`src/hw/rtl/s2l_pkg.sv`:
```
package s2l_pkg;

  // Widths of the datapath.
  localparam int LIN_W = 17;   // Q0.16 linear channel value, 0..65536
  localparam int NUM_W = 41;   // scaled matrix sum ahead of white-point division
  localparam int Q24_W = 25;   // Q0.24 normalized XYZ and companded values
  localparam int SUM_W = 33;   // matrix row sum

  typedef logic [LIN_W-1:0] lin_t;
  typedef logic [NUM_W-1:0] num_t;
  typedef logic [Q24_W-1:0] q24_t;
  typedef logic [SUM_W-1:0] sum_t;
  typedef lin_t lin_tbl_t [256];

  // White-point divisors and their rounding offsets.
  localparam int   DIV_X  = 95047;
  localparam int   DIV_Y  = 10000;
  localparam int   DIV_Z  = 108883;
  localparam num_t HALF_X = num_t'(47523);
  localparam num_t HALF_Y = num_t'(5000);
  localparam num_t HALF_Z = num_t'(54441);

  // Lab companding constants.
  localparam q24_t LAB_OFFSET = q24_t'(((64'd4 << 24) + 64'd14) / 64'd29);
  localparam q24_t LAB_KNEE   = q24_t'((64'd8856 << 24) / 64'd1000000);
  localparam logic [31:0] RECIP_1000 = 32'd2199023256;  // ceil(2^41 / 1000)

  // Output limits.
  localparam int L_MAX   = 25600;
  localparam int S16_MAX = 32767;
  localparam int S16_MIN = -32768;

  // Stage counts of each section.
  localparam int LAT_XYZ   = 3;
  localparam int LAT_DIV   = 3;
  localparam int LAT_F     = 2 * Q24_W + 3;
  localparam int LAT_LAB   = 2;
  localparam int LAT_TOTAL = LAT_XYZ + LAT_DIV + LAT_F + LAT_LAB;

  function automatic longint unsigned fifth_root_q30(longint unsigned target);
    longint unsigned lo;
    longint unsigned hi;
    longint unsigned mid;
    longint unsigned sq;
    longint unsigned q4;
    longint unsigned q5;
    lo = 0;
    hi = (64'd1 << 30) + 64'd1;
    while (hi - lo > 1) begin
      mid = (lo + hi) >> 1;
      sq  = (mid * mid) >> 30;
      q4  = (sq * sq) >> 30;
      q5  = (q4 * mid) >> 30;
      if (q5 <= target) lo = mid;
      else hi = mid;
    end
    return lo;
  endfunction

  // sRGB decoding curve of one 8-bit code, in Q0.16.
  function automatic lin_t lin_value(int v);
    longint unsigned vv;
    longint unsigned t;
    longint unsigned t2;
    longint unsigned r;
    longint unsigned p;
    vv = longint'(v) & 64'hFF;
    if (vv * 64'd100000 <= 64'd1031475) begin
      return lin_t'((vv * 64'd6553600 + 64'd164730) / 64'd329460);
    end
    t  = (((64'd1000 * vv + 64'd14025) << 30) + 64'd134512) / 64'd269025;
    t2 = (t * t) >> 30;
    r  = fifth_root_q30(t2);
    p  = (t2 * r) >> 30;
    return lin_t'((p + 64'd8192) >> 14);
  endfunction

  function automatic lin_tbl_t build_lin_tbl();
    lin_tbl_t tbl;
    for (int i = 0; i < 256; i++) begin
      tbl[i] = lin_value(i);
    end
    return tbl;
  endfunction

  localparam lin_tbl_t LIN_TBL = build_lin_tbl();

endpackage

```
`src/hw/rtl/s2l_cdiv.sv`:
```
module s2l_cdiv #(
  parameter int DIVISOR = s2l_pkg::DIV_Y,
  parameter int NUM_W   = s2l_pkg::NUM_W,
  parameter int QUO_W   = s2l_pkg::Q24_W
) (
  input  logic             clk,
  input  logic             en,
  input  logic [NUM_W-1:0] num,
  output logic [QUO_W-1:0] quo
);

  // Floor division by a constant through a reciprocal multiply. With the shift
  // at NUM_W + 17 the quotient is exact for any divisor from 4097 up to 2^17.
  localparam int HW = 23;
  localparam int NH = NUM_W - HW;
  localparam int SH = NUM_W + 17;
  localparam int MW = 2 * HW;
  localparam int PH = NH + HW;
  localparam int PL = 2 * HW;
  localparam int CW = PL + 1;
  localparam int PW = NUM_W + MW;
  localparam logic [MW-1:0] M =
    MW'(((64'd1 << SH) + 64'(DIVISOR) - 64'd1) / 64'(DIVISOR));
  localparam logic [HW-1:0] M_HI = M[MW-1:HW];
  localparam logic [HW-1:0] M_LO = M[HW-1:0];

  logic [NH-1:0] n_hi;
  logic [HW-1:0] n_lo;
  logic [PH-1:0] hh_r, hl_r, hh2_r;
  logic [PL-1:0] lh_r, ll_r, ll2_r;
  logic [CW-1:0] cross_r;
  logic [PW-1:0] prod;
  logic [QUO_W-1:0] quo_r;

  assign n_hi = num[NUM_W-1:HW];
  assign n_lo = num[HW-1:0];

  // Partial products, then the cross terms, then the aligned sum.
  assign prod = (PW'(hh2_r) << MW) + (PW'(cross_r) << HW) + PW'(ll2_r);

  always_ff @(posedge clk) begin
    if (en) begin
      hh_r    <= PH'(n_hi) * PH'(M_HI);
      hl_r    <= PH'(n_hi) * PH'(M_LO);
      lh_r    <= PL'(n_lo) * PL'(M_HI);
      ll_r    <= PL'(n_lo) * PL'(M_LO);
      cross_r <= CW'(hl_r) + CW'(lh_r);
      hh2_r   <= hh_r;
      ll2_r   <= ll_r;
      quo_r   <= prod[SH+QUO_W-1:SH];
    end
  end

  assign quo = quo_r;

endmodule

```
`config.mk`:
```
export PLATFORM = sky130hd
export DESIGN_NAME = s2l_cdiv
export DESIGN_NICKNAME = d
export VERILOG_FILES = /design/src/hw/rtl/s2l_pkg.sv /design/src/hw/rtl/s2l_cdiv.sv
export SDC_FILE = /design/constraint.sdc
export NUM_CORES = 2
export LEC_CHECK = 0
export ABC_AREA = 1
export ABC_CLOCK_PERIOD_IN_PS = 7500
export BUFFER_PORTS_ARGS = -buffer_cell sky130_fd_sc_hd__buf_2
export CAP_MARGIN = 10
export CELL_PAD_IN_SITES_DETAIL_PLACEMENT = 1
export CELL_PAD_IN_SITES_GLOBAL_PLACEMENT = 1
export CORE_MARGIN = 2
export CORE_UTILIZATION = 44
export DETAILED_ROUTE_END_ITERATION = 8
export PLACE_DENSITY = 0.72
export SKIP_LAST_GASP = 1
export SLEW_MARGIN = 20
export SYNTH_ARGS = -nofsm -noshare
export SYNTH_HDL_FRONTEND = slang
export SYNTH_SLANG_ARGS = --single-unit
```
`constraint.sdc`:
```
create_clock -name clk -period 7.5 [get_ports clk]
set_input_delay 0.75 -clock clk [delete_from_list [all_inputs] [get_ports clk]]
set_output_delay 0.75 -clock clk [all_outputs]
set_load 0.02 [all_outputs]
```
### After elaboration in Yosys (flattened, before gate mapping)

Index checks and enable logic that the tools add are counted.

* output and inout port bits: 25
* register bits after elaboration: 318
* word-level logic and storage cells: 15

* $mul: 4
* add/subtract/negate cells: 3

Operators with widths (number)
* 83-bit by 46-bit adder with 83-bit output: 1
* 83-bit by 70-bit adder with 83-bit output: 1
* 41-bit by 45-bit adder with 46-bit output: 1
* 23-bit by 22-bit multiplier with 45-bit output, second input constant: 1
* 23-bit by 21-bit multiplier with 44-bit output, second input constant: 1
* 18-bit by 21-bit multiplier with 39-bit output, second input constant: 1
* 18-bit by 22-bit multiplier with 37-bit output, second input constant: 1

### Logic depth before layout (Yosys ltp)

* depth after elaboration: 2
* gate-level depth with buffers: 27
* gate-level depth less buffers: 27

### Worst setup path after synthesis

OpenSTA, ideal clock, no wires.

* kind: input to register
* start: in num[14]
* end: reg lh_r[35] (data pin)
* stages on the path: 20
* slack: 1738 ps
* path buffers: 0
* data required time: 7248 ps
* arrival time: 5509 ps
* library setup time: 252 ps
* path through: ha_1 inv_1 fa_1 fa_1 inv_1 fa_1 fa_1 fa_1 inv_1 fa_1 inv_1 ha_1 a21oi_1 o21ai_0 a21oi_1 nor2_1 nor2_1 nand2_1 nand2_1 nand2_1

* word-level cells in the longest chain between the ends: 1

RTL lines
* start: declaration: RTL line s2l_cdiv.sv:8 `input logic [NUM_W-1:0] num,`
* 23-bit by 22-bit multiplier with 45-bit output: RTL line s2l_cdiv.sv:45 `lh_r <= PL'(n_lo) * PL'(M_HI);`
* end signal: assignment: RTL line s2l_cdiv.sv:45
* end: declaration: RTL line s2l_cdiv.sv:30 `logic [PL-1:0] lh_r, ll_r, ll2_r;`

No other way between the ends.
A chain may end at the register's enable or synchronous reset.

### Worst setup path after layout

Same ends and word-level chain as after synthesis.

==> qor.log <==
[clocking] clock tree from TritonCTS yes
[synth] Distinct cells, synth 46
[sta] final hold viol count 0
[global_routing] aggregate global routing overflow 0
[synth] Avg Cell Area, Syn 8.44 um^2
[detailed_routing] number of iterations in the first detailed-routing pass 5
[setup_path] Crit. End Element flip-flop
[floorplanning] number of rows created at floorplan 117
[synth] number of enable flip-flop cells after synthesis 273
[synth] total standard cell area after synthesis 45400 um^2
[floorplanning] Die H 325 um
[setup_path] crit-path cells buf_2 > ha_1 > inv_1 > fa_1 > fa_1 > inv_1 > fa_1 > fa_1 > fa_1 > inv_1 > fa_1 > inv_1 > ha_1 > a21oi_1 > o21ai_0 > a21oi_1 > nor2_1 > nor2_1 > nand2_1 > nand2_1 > nand2_1
[synth] number of warnings printed during yosys synthesis 0
[floorplanning] total core area 102000 um^2
[sta] upper clock frequency limit 162 MHz
[synth] Async S/R FF share, synth 0%
[synth] synthesized instance count 5376
[setup_path] slowest cell on the critical path fa_1
[hold_path] worst min path class reg2reg
[synth] number of flip-flops and latches in the synthesized netlist 273
[place] number of buffers inserted by port buffering 67
[global_routing] first-pass GRT wire length 246000 um
[sta] final-report max-slew violation count 0
[setup_path] Top delay family on crit path adder cells
[sta] crit share post-route 82.1%
[synth] area fraction of the dominant cell type after synthesis 24.5%
[synth] most used flip-flop cell after synthesis edfxtp_1
[clocking] number of buffers inserted to repair setup after CTS 0
[global_routing] antenna violations before repair 7
[detailed_routing] Iter 0 DRT Violations 2509
[clocking] total CTS buffers 36
[clocking] maximum level of the CTS H-tree 2
[sta] post-route minimum period 6160 ps
[clocking] CTS root buf clkbuf_16
[sta] total negative slack 0 ps
[synth] most common library cells after synthesis 1327 x inv_1, 1039 x nand2_1, 742 x ha_1
[clocking] total of cells resized after clock tree synthesis 0
[run_status] result of the run complete, no violations
[detailed_routing] Via Count 36376
[layout] fraction of final layout cells sized beyond drive strength 1 4.78%
[floorplanning] die outline area 106000 um^2
[sta] slew margin rel. 34.0%
[synth] net count after synthesis 6716
[place] post-detail-place hpwl 147000 um
[setup_path] kind of launch point of the worst setup path input port
[sta] transition at the pin with the smallest max-transition slack 990 ps
[clocking] clock latency on the worst-skew pair 610 ps
[sta] RSZ-0062 raised after global routing no
[setup_path] sum of buffers and inverters on the critical path 5
[detailed_routing] DRC viols 0
[setup_path] startpoint-to-endpoint class of the critical path in2reg
[layout] Area Growth Syn to Fin 7.37%
[layout] antenna diode instance count 0
[place] GP Congestion 0.980
[setup_path] required time of the critical path 7830 ps
[synth] share of synthesized area occupied by flip-flops and latches 18.1%
[synth] library cell with the highest instance count after synthesis inv_1
[sta] skew final 41.0 ps
[layout] nets@finish 6833
[clocking] number of clock sinks 273
[synth] dominant cell type by area after synthesis fa_1
[detailed_routing] Routed Antenna Nets 0
[detailed_routing] Routed WL 163000 um
[detailed_routing] mean routed wirelength per cell 23.7 um
[clocking] number of buffers added to fix hold violations after cts 0
[sta] Setup Viol. Count Final 0
[global_routing] GRT Overall Usage 31.1%
[job] max-cap violation count 0
[setup_path] data arrival time at the worst-slack endpoint 6490 ps
[floorplanning] die span in x 325 um
[floorplanning] initial standard-cell utilization of the core 44.5%
[setup_path] cell repeated most along the worst path fa_1
[global_routing] number of global-route vias before repair 39146
[setup_path] maximum fanout along the worst path 10
[clocking] deepest clock path buffer count 3
[setup_path] worst stage delay on the critical path 560 ps
[floorplanning] count of pins on the block boundary 68
[detailed_routing] via-per-instance ratio 5.28
[clocking] Worst-path clk slew 60 ps
[global_routing] largest net degree at the start of global routing 107
[synth] top area cells in the synthesized netlist fa_1 24%, ha_1 20%, edfxtp_1 18%
==> registers in the layout, indices dropped and copies added, names as in the netlist <==
register	flops
cross_r	44
hh2_r	37
hh_r	35
hl_r	39
lh_r	43
ll2_r	25
ll_r	25
quo	25
==> logic make-up after synthesis <==
kind of cell	Yosys count	share of synthesized area (%)
and+or+nand+nor	1817	16.9
AOI/OAI and AO/OA	521	6.46
DFF	273	18.1
buffers and inverters	1340	11.1
adders and majority gates	1297	45.0
xor gates and xnor gates	128	2.49
==> layout by cell type, fill, tap and decap left out, drive strengths merged, types with 44 or more instances in the layout <==
| cell type | instances |
|---|---|
| a21oi | 265 |
| buf | 80 |
| edfxtp | 273 |
| fa | 555 |
| ha | 742 |
| inv | 1343 |
| nand2 | 1073 |
| nand3 | 197 |
| nand4 | 52 |
| nor2 | 416 |
| nor3 | 44 |
| o21ai | 153 |
| xor2 | 93 |
==> stage by stage <==
step	setup WS, ps	area (um^2)	std cells	hold slack [ps]	util, %
6_report	1340	48700	6887	416	47.7
3_5_place_dp	808	47500	6823	405	46.6
5_1_grt	1070	48700	6887	421	47.7
3_3_place_gp	810	47500	6823	400	46.6
4_1_cts	1390	48700	6887	420	47.7
2_1_floorplan	1740	45400	5376	400	-
==> routing by layer <==
layer	up-vias	GRT usage [%]	wire length, um
li1	17090	-	-
met4	0	7.98	4400
met1	18175	44.0	75200
met5	-	0	0
met3	162	5.29	10600
met2	949	49.4	72900
==> final timing paths <==
path                                from          end  slack, ps  cells past startpoint
worst max-delay path             num[14]     lh_r[35]       1340                     21
worst min-delay path            hh_r[17]    hh2_r[17]        420                      0
worst max register to register  hl_r[28]  cross_r[45]       4690                      9
worst min register to register  hh_r[17]    hh2_r[17]        420                      0
==> worst register-to-register path, stage by stage, from the launching register on <==
cell and delay (ps):
edfxtp_1 520, ha_1 540, nand2_1 150, nor2_1 280, nand2_1 150, nor2_1 170, nand4_1 230, nand3_1 220
nand2_1 70, o21ai_0 210
==> layout make-up <==
class / count / area, um^2
clock buffer: 41 / 920
inverter: 1339 / 5030
sequential: 273 / 8200
clock inverter: 23 / 259
timing repair buffer: 80 / 455
fill: 12380 / 53300
multi-input combinational: 3763 / 32100
tap: 1368 / 1710
Power is left out: the tool's default activity adds up to more than one toggle a clock period on the data nets, which glitch-free logic cannot reach.
