--- config.mk ---
export PLATFORM = sky130hd
export DESIGN_NAME = s2l_lab
export DESIGN_NICKNAME = d
export VERILOG_FILES = /design/src/hw/rtl/s2l_pkg.sv /design/src/hw/rtl/s2l_lab.sv
export SDC_FILE = /design/constraint.sdc
export NUM_CORES = 1
export LEC_CHECK = 0
export BUFFER_PORTS_ARGS = -buffer_cell sky130_fd_sc_hd__buf_2
export CORE_MARGIN = 2
export CORE_UTILIZATION = 60
export CTS_CLUSTER_DIAMETER = 80
export CTS_CLUSTER_SIZE = 25
export DETAILED_ROUTE_END_ITERATION = 7
export PLACE_DENSITY = 0.8
export SYNTH_ARGS = -nofsm -noshare
export SYNTH_HDL_FRONTEND = slang
export SYNTH_SLANG_ARGS = --single-unit
export TNS_END_PERCENT = 30
--- constraint.sdc ---
create_clock -name clk -period 9 [get_ports clk]
set_input_delay 0.45 -clock clk [delete_from_list [all_inputs] [get_ports clk]]
set_output_delay 0.45 -clock clk [all_outputs]
set_load 0.05 [all_outputs]
--- src/hw/rtl/s2l_pkg.sv ---
package s2l_pkg;

  // Widths of the datapath.
  localparam int LIN_W = 17;   // Q0.16 linear channel value, 0..65536
  localparam int NUM_W = 41;   // scaled matrix sum ahead of white-point division
  localparam int Q24_W = 25;   // Q0.24 normalized XYZ and companded values
  localparam int SUM_W = 33;   // matrix row sum

  typedef logic [LIN_W-1:0] lin_t;
  typedef logic [NUM_W-1:0] num_t;
  typedef logic [Q24_W-1:0] q24_t;
  typedef logic [SUM_W-1:0] sum_t;
  typedef lin_t lin_tbl_t [256];

  // White-point divisors and their rounding offsets.
  localparam int   DIV_X  = 95047;
  localparam int   DIV_Y  = 10000;
  localparam int   DIV_Z  = 108883;
  localparam num_t HALF_X = num_t'(47523);
  localparam num_t HALF_Y = num_t'(5000);
  localparam num_t HALF_Z = num_t'(54441);

  // Lab companding constants.
  localparam q24_t LAB_OFFSET = q24_t'(((64'd4 << 24) + 64'd14) / 64'd29);
  localparam q24_t LAB_KNEE   = q24_t'((64'd8856 << 24) / 64'd1000000);
  localparam logic [31:0] RECIP_1000 = 32'd2199023256;  // ceil(2^41 / 1000)

  // Output limits.
  localparam int L_MAX   = 25600;
  localparam int S16_MAX = 32767;
  localparam int S16_MIN = -32768;

  // Stage counts of each section.
  localparam int LAT_XYZ   = 3;
  localparam int LAT_DIV   = 3;
  localparam int LAT_F     = 2 * Q24_W + 3;
  localparam int LAT_LAB   = 2;
  localparam int LAT_TOTAL = LAT_XYZ + LAT_DIV + LAT_F + LAT_LAB;

  function automatic longint unsigned fifth_root_q30(longint unsigned target);
    longint unsigned lo;
    longint unsigned hi;
    longint unsigned mid;
    longint unsigned sq;
    longint unsigned q4;
    longint unsigned q5;
    lo = 0;
    hi = (64'd1 << 30) + 64'd1;
    while (hi - lo > 1) begin
      mid = (lo + hi) >> 1;
      sq  = (mid * mid) >> 30;
      q4  = (sq * sq) >> 30;
      q5  = (q4 * mid) >> 30;
      if (q5 <= target) lo = mid;
      else hi = mid;
    end
    return lo;
  endfunction

  // sRGB decoding curve of one 8-bit code, in Q0.16.
  function automatic lin_t lin_value(int v);
    longint unsigned vv;
    longint unsigned t;
    longint unsigned t2;
    longint unsigned r;
    longint unsigned p;
    vv = longint'(v) & 64'hFF;
    if (vv * 64'd100000 <= 64'd1031475) begin
      return lin_t'((vv * 64'd6553600 + 64'd164730) / 64'd329460);
    end
    t  = (((64'd1000 * vv + 64'd14025) << 30) + 64'd134512) / 64'd269025;
    t2 = (t * t) >> 30;
    r  = fifth_root_q30(t2);
    p  = (t2 * r) >> 30;
    return lin_t'((p + 64'd8192) >> 14);
  endfunction

  function automatic lin_tbl_t build_lin_tbl();
    lin_tbl_t tbl;
    for (int i = 0; i < 256; i++) begin
      tbl[i] = lin_value(i);
    end
    return tbl;
  endfunction

  localparam lin_tbl_t LIN_TBL = build_lin_tbl();

endpackage

--- src/hw/rtl/s2l_lab.sv ---
module s2l_lab (
  input  logic               clk,
  input  logic               en,
  input  s2l_pkg::q24_t      fx,
  input  s2l_pkg::q24_t      fy,
  input  s2l_pkg::q24_t      fz,
  output logic [14:0]        lightness,
  output logic signed [15:0] green_red,
  output logic signed [15:0] blue_yellow
);
  import s2l_pkg::*;

  logic signed [35:0] fxs, fys, fzs;
  logic signed [35:0] lq_r, aq_r, bq_r;
  logic signed [35:0] lsum, asum, bsum;
  logic signed [19:0] lrnd, arnd, brnd;
  logic [14:0]        l_nxt;
  logic signed [15:0] a_nxt, b_nxt;
  logic [14:0]        l_r;
  logic signed [15:0] a_r, b_r;

  assign fxs = signed'(36'(fx));
  assign fys = signed'(36'(fy));
  assign fzs = signed'(36'(fz));

  // Rounding half up to Q8.8 is an add of one half and an arithmetic shift.
  always_comb begin
    lsum = lq_r + 36'sd32768;
    asum = aq_r + 36'sd32768;
    bsum = bq_r + 36'sd32768;
    lrnd = lsum[35:16];
    arnd = asum[35:16];
    brnd = bsum[35:16];

    if (lrnd < 20'sd0) l_nxt = '0;
    else if (lrnd > 20'(L_MAX)) l_nxt = 15'(L_MAX);
    else l_nxt = lrnd[14:0];

    if (arnd > 20'(S16_MAX)) a_nxt = 16'(S16_MAX);
    else if (arnd < 20'(S16_MIN)) a_nxt = 16'(S16_MIN);
    else a_nxt = arnd[15:0];

    if (brnd > 20'(S16_MAX)) b_nxt = 16'(S16_MAX);
    else if (brnd < 20'(S16_MIN)) b_nxt = 16'(S16_MIN);
    else b_nxt = brnd[15:0];
  end

  always_ff @(posedge clk) begin
    if (en) begin
      lq_r <= fys * 36'sd116 - 36'sd268435456;
      aq_r <= (fxs - fys) * 36'sd500;
      bq_r <= (fys - fzs) * 36'sd200;
      l_r  <= l_nxt;
      a_r  <= a_nxt;
      b_r  <= b_nxt;
    end
  end

  assign lightness   = l_r;
  assign green_red   = a_r;
  assign blue_yellow = b_r;

endmodule

## Word level (Yosys, flattened, before mapping)

Cells that the tools add are included.

| word-level totals | value |
|---|---|
| register bits after elaboration | 150 |
| bits of input ports | 77 |
| logic and storage cells | 26 |

| cells by class | value |
|---|---|
| multiply operators | 3 |
| $lt $le $gt $ge | 6 |
| mux-type cells | 3 |
| reduce and logical (&&, ||, !) cells | 1 |
| add/subtract/negate cells | 6 |

Operators by type and width:

| kind | number |
|---|---|
| adder 36 x 17 -> 36 bit, second input constant | 3 |
| greater-than comparator 20 x 16 -> 1 bit, second input constant | 3 |
| subtractor 25 x 25 -> 26 bit | 2 |
| < comparator 20 x 16 -> 1 bit, second input constant | 2 |
| multiplier 26 x 8 -> 34 bit, second input constant | 1 |
| subtractor 32 x 29 -> 33 bit, second input constant | 1 |
| multiplier 26 x 6 -> 32 bit, second input constant | 1 |
| two-way mux 16 bit | 2 |
| multiplier 25 x 5 -> 30 bit, second input constant | 1 |
| < comparator 20 x 1 -> 1 bit, second input constant | 1 |
| two-way mux 15 bit | 1 |
| OR reduction 2 bit | 1 |

## Longest topological paths before layout

Gate-level depths: netlist of the first run.

| depth | value |
|---|---|
| depth in word-level cells | 3 |
| mapped depth | 30 |

## Worst setup path after synthesis of the first run

No wires, ideal clock.

| timing | value |
|---|---|
| path kind | input to register |
| start | input port fx[0] |
| end | register aq_r[34] (data pin) |
| setup time | 0.258 ns |
| data arrival time | 6.644 ns |
| stages | 30 |
| buffers on the path | 0 |
| required time | 8.742 ns |
| slack | 2.098 ns |
| cells stage by stage | inv_1 > ha_1 > inv_1 > fa_1 > a21oi_1 > o21ai_1 > a21oi_2 > o21bai_1 > a311o_1 > a311o_1 > a21oi_1 > o21ai_0 > nor2_1 > xnor2_1 > fa_1 > inv_1 > fa_1 > inv_1 > fa_1 > inv_1 > fa_1 > inv_1 > ha_1 > a21o_1 > a21oi_1 > o21ai_0 > a21oi_1 > o21ai_0 > a21oi_1 > xnor2_1 |

| on the way | value |
|---|---|
| word-level cells in the longest chain between the ends | 2 |

RTL lines:

| element | RTL line | text |
|---|---|---|
| start, declared | s2l_lab.sv:4 | `input s2l_pkg::q24_t fx,` |
| subtractor 25 x 25 -> 26 bit | s2l_lab.sv:51 | `aq_r <= (fxs - fys) * 36'sd500;` |
| multiplier 26 x 8 -> 34 bit | s2l_lab.sv:51 |  |
| end signal, assigned | s2l_lab.sv:51 |  |
| end, declared | s2l_lab.sv:14 | `logic signed [35:0] lq_r, aq_r, bq_r;` |

Every way passes these cells.
A chain may end at the register's enable or synchronous reset.

## Final worst setup path of the first run

| timing | value |
|---|---|
| start | input port fy[0] |
| end | register aq_r[31] (data pin) |

| on the way | value |
|---|---|
| word-level cells in the longest chain between the ends | 2 |

RTL lines:

| element | RTL line | text |
|---|---|---|
| start, declared | s2l_lab.sv:5 | `input s2l_pkg::q24_t fy,` |
| subtractor 25 x 25 -> 26 bit | s2l_lab.sv:51 |  |
| multiplier 26 x 8 -> 34 bit | s2l_lab.sv:51 |  |

Every way passes these cells.

==> results.json, run 1 <==
{
  "status": "completed",
  "start_util": 0.6117,
  "synth_top_area_cell": "ha_1",
  "core_area_sq_mm": 0.02695,
  "chipWidth_microns": 169.8,
  "synthToLayoutAreaGrowth_pct": 8.007,
  "wl_microns": 31650,
  "skew_ns": 0.01030,
  "synth.distinct_cells": 73,
  "cts_resized": 0,
  "ioPinCount": 124,
  "async_flop_share": 0,
  "syn_inst": 1767,
  "postSynthAreaPerCell_sq_um": 9.331,
  "grt_pass1_wl_microns": 53860,
  "gr-total-overflow": 0,
  "startpoint_type": "input port",
  "vias": 12090,
  "first_pass_iters": 5,
  "cts-root-buf": "clkbuf_16",
  "max_stage_delay_ns": 0.55,
  "drtAntennaViolNets": 0,
  "grt_use_met3": 0.03312,
  "htreeDepth": 3,
  "cts.clk_slew.worst_paths_ns": 0.08,
  "critPathTopFamily": "adder cells",
  "clk_latency_ns": 0.36,
  "maxCapViolCount": 0,
  "worstSetupEndpointType": "flip-flop",
  "drtIter0Drc": 673,
  "synth_top_area_share": 0.2087,
  "die-area_sq_mm": 0.02882,
  "finalCriticalPeriod_ns": 7.386,
  "ff2ff_setup_slack_ns": 5.58,
  "syn-num-nets": 2278,
  "synth_most_common_cell": "inv_1",
  "nFillCells": 2129,
  "grt_pass1_vias": 12030,
  "yosys_warnings": 0,
  "cts_hold_buf": 0,
  "grt_max_degree": 83,
  "gp_congestion": 0.8818,
  "top_usage_layer": "met2",
  "cts_tree": "built",
  "drive_above_1_share": 0.08698,
  "tns_ns": 0,
  "hold_path.class": "input port to flip-flop",
  "synth.area.top_cells": "ha_1 21%, fa_1 19%, edfxtp_1 19%",
  "cts_setup_buffers": 0,
  "die_h_microns": 169.8,
  "final-max-slew-violation-count": 0,
  "crit_type": "input port to flip-flop",
  "use_met1": 0.2993,
  "vias_per_cell": 5.397,
  "synthTopCellsByCount": "422 x inv_1, 275 x ha_1, 159 x fa_1, 106 x edfxtp_1, 97 x xnor2_1",
  "dpl.hpwl_microns": 27190,
  "critPathBufInv": 4,
  "cp.arrival_ns": 7.50,
  "nNetsFinal": 2403,
  "tightest_slew_ns": 1.098,
  "numClockSinks": 106,
  "maxSlewHeadroom": 0.2682,
  "rsz0062_at_grt": "no",
  "grt_usage": 0.2279,
  "use_met2": 0.3909,
  "min_period_over_period": 0.8207,
  "drc": 0,
  "synth_edf_count": 106,
  "cpMaxStageDelayCell": "fa_1",
  "crit_path_max_fanout": 6,
  "finalSetupViolations": 0,
  "cpMostUsedCell": "fa_1",
  "syn_area_sq_mm": 0.01649,
  "required_ns": 9.12,
  "timing.fmax_ghz": 0.1354,
  "core.rowCount": 60,
  "wl_per_cell_microns": 14.13,
  "clockBufferDepth": 2,
  "portBuffers": 123,
  "antenna_found_initial": 3,
  "hold_viol_final": 0,
  "ys_ff_latch": 106,
  "cts_buffers": 9,
  "ys.flop_type": "edfxtp_1",
  "ys_seq_area_frac": 0.1931
}
==> flip-flops by register name (all words and copies together) (netlist names) <==
name,flops
green_red,16
blue_yellow,16
lq_r,18
aq_r,21
bq_r,20
lightness,15
==> kinds of logic (layout without fill, tap and decap cells) <==
| logic type | Yosys count | count (layout) | synth area share |
|---|---|---|---|
| buffers and inverters | 433 | 563 | 0.09866 |
| AOI/OAI and AO/OA | 306 | 306 | 0.1202 |
| DFF | 106 | 106 | 0.1931 |
| adders and majority gates | 434 | 434 | 0.4018 |
| xor gates and xnor gates | 160 | 160 | 0.08583 |
| and+or+nand+nor | 322 | 322 | 0.09676 |
| muxes | 6 | 6 | 0.003719 |
| other | 0 | 2 | 0 |
==> placed cells by master (no fill, tap or decap), types with 3 or more instances in the layout <==
cell type / synthesis / routed
o31a_1: 3 / 3
a21o_1: 41 / 41
edfxtp_1: 106 / 106
xnor2_1: 97 / 97
clkinv_4: 0 / 3
mux2i_1: 5 / 5
nand2b_1: 17 / 17
inv_1: 422 / 422
fa_1: 159 / 159
ha_1: 275 / 275
nand4_1: 13 / 13
o221a_2: 3 / 3
nand3_1: 36 / 36
nor2b_1: 13 / 13
nand2_1: 79 / 79
and3_1: 25 / 25
or3_1: 6 / 6
o21a_1: 14 / 14
nor2_1: 82 / 82
clkbuf_16: 0 / 9
buf_4: 0 / 3
or2_2: 4 / 4
and2_1: 9 / 9
o21bai_1: 14 / 14
o21ai_0: 84 / 84
o22ai_1: 4 / 4
a211oi_1: 5 / 5
o211ai_1: 7 / 7
and4_1: 7 / 7
nor3_1: 19 / 19
a22oi_1: 3 / 3
a21oi_2: 3 / 3
a21oi_1: 84 / 84
buf_2: 1 / 122
a31oi_1: 5 / 5
xor2_1: 62 / 62
==> through the flow <==
stage | cells | hold slack [ns] | cell area (sq um) | setup WS, ns | util
floorplan | 1767 | 0.5625 | 16490 | 2.098 | -
global placement | 2222 | 0.6268 | 17500 | 1.568 | 0.6495
detailed placement | 2222 | 0.6257 | 17500 | 1.298 | 0.6495
CTS | 2238 | 0.5115 | 17800 | 1.656 | 0.6605
global route | 2239 | 0.5243 | 17800 | 1.133 | 0.6606
finish | 2240 | 0.5150 | 17810 | 1.614 | 0.6607
==> final timing paths <==
kind / from / to / depth (start not counted)
setup / recovery: fy[0] / aq_r[31] / 27
hold / removal: en / aq_r[15] / 1
setup reg to reg: bq_r[22] / blue_yellow[6] / 10
hold reg to reg: aq_r[35] / green_red[15] / 1
==> per-layer routing <==
layer  wire length (microns)  share of wire  vias up
met5                      13        0.00041        -
met4                     773          0.024        2
met3                    1195          0.038       52
met2                   15410           0.49      209
met1                   14260           0.45     5742
li1                        -              -     6085
==> cell type report <==
cell class                 count  area, sq um  share of cell area
antenna                        2        5.005           0.0002811
clock buffer                   9        225.2             0.01265
clock inverter                 7        72.57            0.004075
inverter                     422         1584             0.08895
multi-input combinational   1228        11680              0.6558
sequential                   106         3183              0.1788
tap                          341        426.7             0.02396
timing repair buffer         125        633.1             0.03555
Power of run 1 is left out: the tool's default activity adds up to more than one toggle a clock period on the data nets, which glitch-free logic cannot reach.
==> inputs of run 2 (changes only) <==
--- a/config.mk
+++ b/config.mk
@@ -5,9 +5,10 @@
 export SDC_FILE = /design/constraint.sdc
 export NUM_CORES = 1
 export LEC_CHECK = 0
+export ABC_AREA = 1
 export BUFFER_PORTS_ARGS = -buffer_cell sky130_fd_sc_hd__buf_2
 export CORE_MARGIN = 2
-export CORE_UTILIZATION = 60
+export CORE_UTILIZATION = 58
 export CTS_CLUSTER_DIAMETER = 80
 export CTS_CLUSTER_SIZE = 25
 export DETAILED_ROUTE_END_ITERATION = 7
==> constraint.sdc (replaced) <==
create_clock -name clk -period 6.3 [get_ports clk]
set_input_delay 0.315 -clock clk [delete_from_list [all_inputs] [get_ports clk]]
set_output_delay 0.315 -clock clk [all_outputs]
set_load 0.05 [all_outputs]
==> run 2 against run 1 <==
Net effect:
- worst setup slack worse by 1.2 ns
- flip-flop and latch count unchanged
- global-route usage up 6.5 points
- register-to-register slack worse by 1.7 ns
- die area up 21%
- core utilization down 2.5 points
- design area up 19%
- cell count up 47%
- critical endpoint is now aq_r[22]
- largest cell class unchanged
==> results.json, run 2 <==
{
  "required_ns": 6.41,
  "cp.arrival_ns": 6.01,
  "startpoint_type": "input port",
  "dpl.cell_count": 3281,
  "postSynthAreaPerCell_sq_um": 7.270,
  "maxCapViolCount": 0,
  "wl_per_cell_microns": 15.28,
  "cts-root-buf": "clkbuf_16",
  "die_h_microns": 187.1,
  "min_period_over_period": 0.9366,
  "chipWidth_microns": 187.1,
  "drtIter0Drc": 1220,
  "htreeDepth": 3,
  "die-area_sq_mm": 0.03501,
  "tns_ns": 0,
  "syn_area_sq_mm": 0.01945,
  "drc": 0,
  "start_util": 0.5843,
  "largest_register": "aq_r",
  "ioPinCount": 124,
  "max_stage_delay_ns": 0.56,
  "synth_top_area_share": 0.1769,
  "grt_max_degree": 79,
  "synth.area.top_cells": "ha_1 18%, fa_1 16%, edfxtp_1 16%",
  "syn_inst": 2675,
  "async_flop_share": 0,
  "ys_ff_latch": 106,
  "cts_buffers": 9,
  "instances_no_fill": 3297,
  "ys.flop_type": "edfxtp_1",
  "drtAntennaViolNets": 0,
  "synthTopCellsByCount": "631 x inv_1, 631 x nand2_1, 275 x ha_1, 214 x nor2_1, 159 x fa_1",
  "vias_per_cell": 5.279,
  "cts_tree": "built",
  "status": "completed",
  "grt_pass1_vias": 16860,
  "ff2ff_setup_slack_ns": 3.93,
  "n_antenna_cell": 0,
  "finalCriticalPeriod_ns": 5.900,
  "clk_latency_ns": 0.36,
  "worstSetupEndpointType": "flip-flop",
  "gp_congestion": 0.9690,
  "nNetsFinal": 3355,
  "layout_common_cells": "631 x nand2_1, 631 x inv_1, 275 x ha_1, 214 x nor2_1, 159 x fa_1",
  "finalSetupViolations": 0,
  "hold_path.class": "input port to flip-flop",
  "hold_ws_ns": 0.4066,
  "dpl.hpwl_microns": 44880,
  "reg_top3": "aq_r: 21 flops, bq_r: 20 flops, lq_r: 18 flops",
  "largest_reg_flops": 21,
  "numClockSinks": 106,
  "cpMostUsedCell": "nand2_1",
  "portBuffers": 123,
  "syn-num-nets": 3186,
  "first_pass_iters": 6,
  "timing.fmax_ghz": 0.1695,
  "hold_viol_final": 0,
  "antenna_found_initial": 0,
  "ys_seq_area_frac": 0.1637,
  "synth_top_area_cell": "ha_1",
  "synth.distinct_cells": 47,
  "grt_pass1_wl_microns": 83260,
  "crit_type": "input port to flip-flop",
  "synthToLayoutAreaGrowth_pct": 8.834,
  "yosys_warnings": 0,
  "core.rowCount": 67,
  "grt_usage": 0.2928,
  "rsz0062_at_grt": "yes",
  "drive_above_1_share": 0.07371,
  "maxSlewHeadroom": 0.3927,
  "tightest_slew_ns": 0.9110,
  "cts.clk_slew.worst_paths_ns": 0.07,
  "skew_ns": 0.01303,
  "vias": 17410,
  "clockBufferDepth": 2,
  "gr-total-overflow": 0,
  "synth_edf_count": 106,
  "cpMaxStageDelayCell": "fa_1",
  "final-max-slew-violation-count": 0,
  "crit_path_max_fanout": 7,
  "wl_microns": 50370,
  "core_area_sq_mm": 0.03328
}
run 2: critical path, delay by kind of cell:
kind | cells | cell delay [ns]
and+or+nand+nor | 10 | 0.87
buffers and inverters | 6 | 0.62
AOI/OAI and AO/OA | 4 | 1.04
xor gates and xnor gates | 1 | 0.37
adders and majority gates | 6 | 2.77
run 2: timing repair:
item / in CTS / in global routing
hold buffers: 0 / 0
endpoints found under the setup margin: 0 / 9
setup buffers: 0 / 0
endpoints found under the hold margin: 0 / 0
gates resized for setup: 0 / 3
run 2: area by class of cell:
| class | count | area [sq um] |
|---|---|---|
| sequential | 106 | 3183 |
| tap | 448 | 560.5 |
| multi-input combinational | 1929 | 13830 |
| timing repair buffer | 164 | 925.9 |
| fill | 3024 | 12120 |
| clock buffer | 10 | 229.0 |
| clock inverter | 6 | 51.30 |
| inverter | 634 | 2380 |
run 2: final timing paths:
kind / start / cells after the start / end
worst max-delay path: fy[5] / 27 / aq_r[22]
worst min-delay path: en / 1 / aq_r[20]
worst max register to register: bq_r[15] / 8 / blue_yellow[0]
worst min register to register: bq_r[34] / 2 / blue_yellow[15]
run 2: cells by family (layout without fill, tap and decap cells):
family,after synthesis,count (layout),share of synthesized area
simple gates,1083,1083,0.2318
compound gates,303,303,0.08815
xor+xnor,109,109,0.04986
buf+inv,640,814,0.1259
flops,106,106,0.1637
fa+ha+maj,434,434,0.3406
run 2: routing by layer:
metal	up-vias	track usage	routed length (microns)
met5	-	0	0
met4	0	0.05952	686
met3	53	0.03490	3343
met2	567	0.4448	21150
met1	8043	0.4489	25190
li1	8743	-	-
run 2: stage by stage:
stage / instance area [sq um] / util / worst slack [ns]
after floorplan: 19450 / - / 0.9059
after global placement: 20870 / 0.6269 / 0.03767
after detailed placement: 20870 / 0.6269 / 0.008443
after CTS: 21150 / 0.6354 / 0.3838
after global routing: 21160 / 0.6359 / -0.004972
final: 21160 / 0.6359 / 0.3996
Power of run 2 is left out for the same reason.
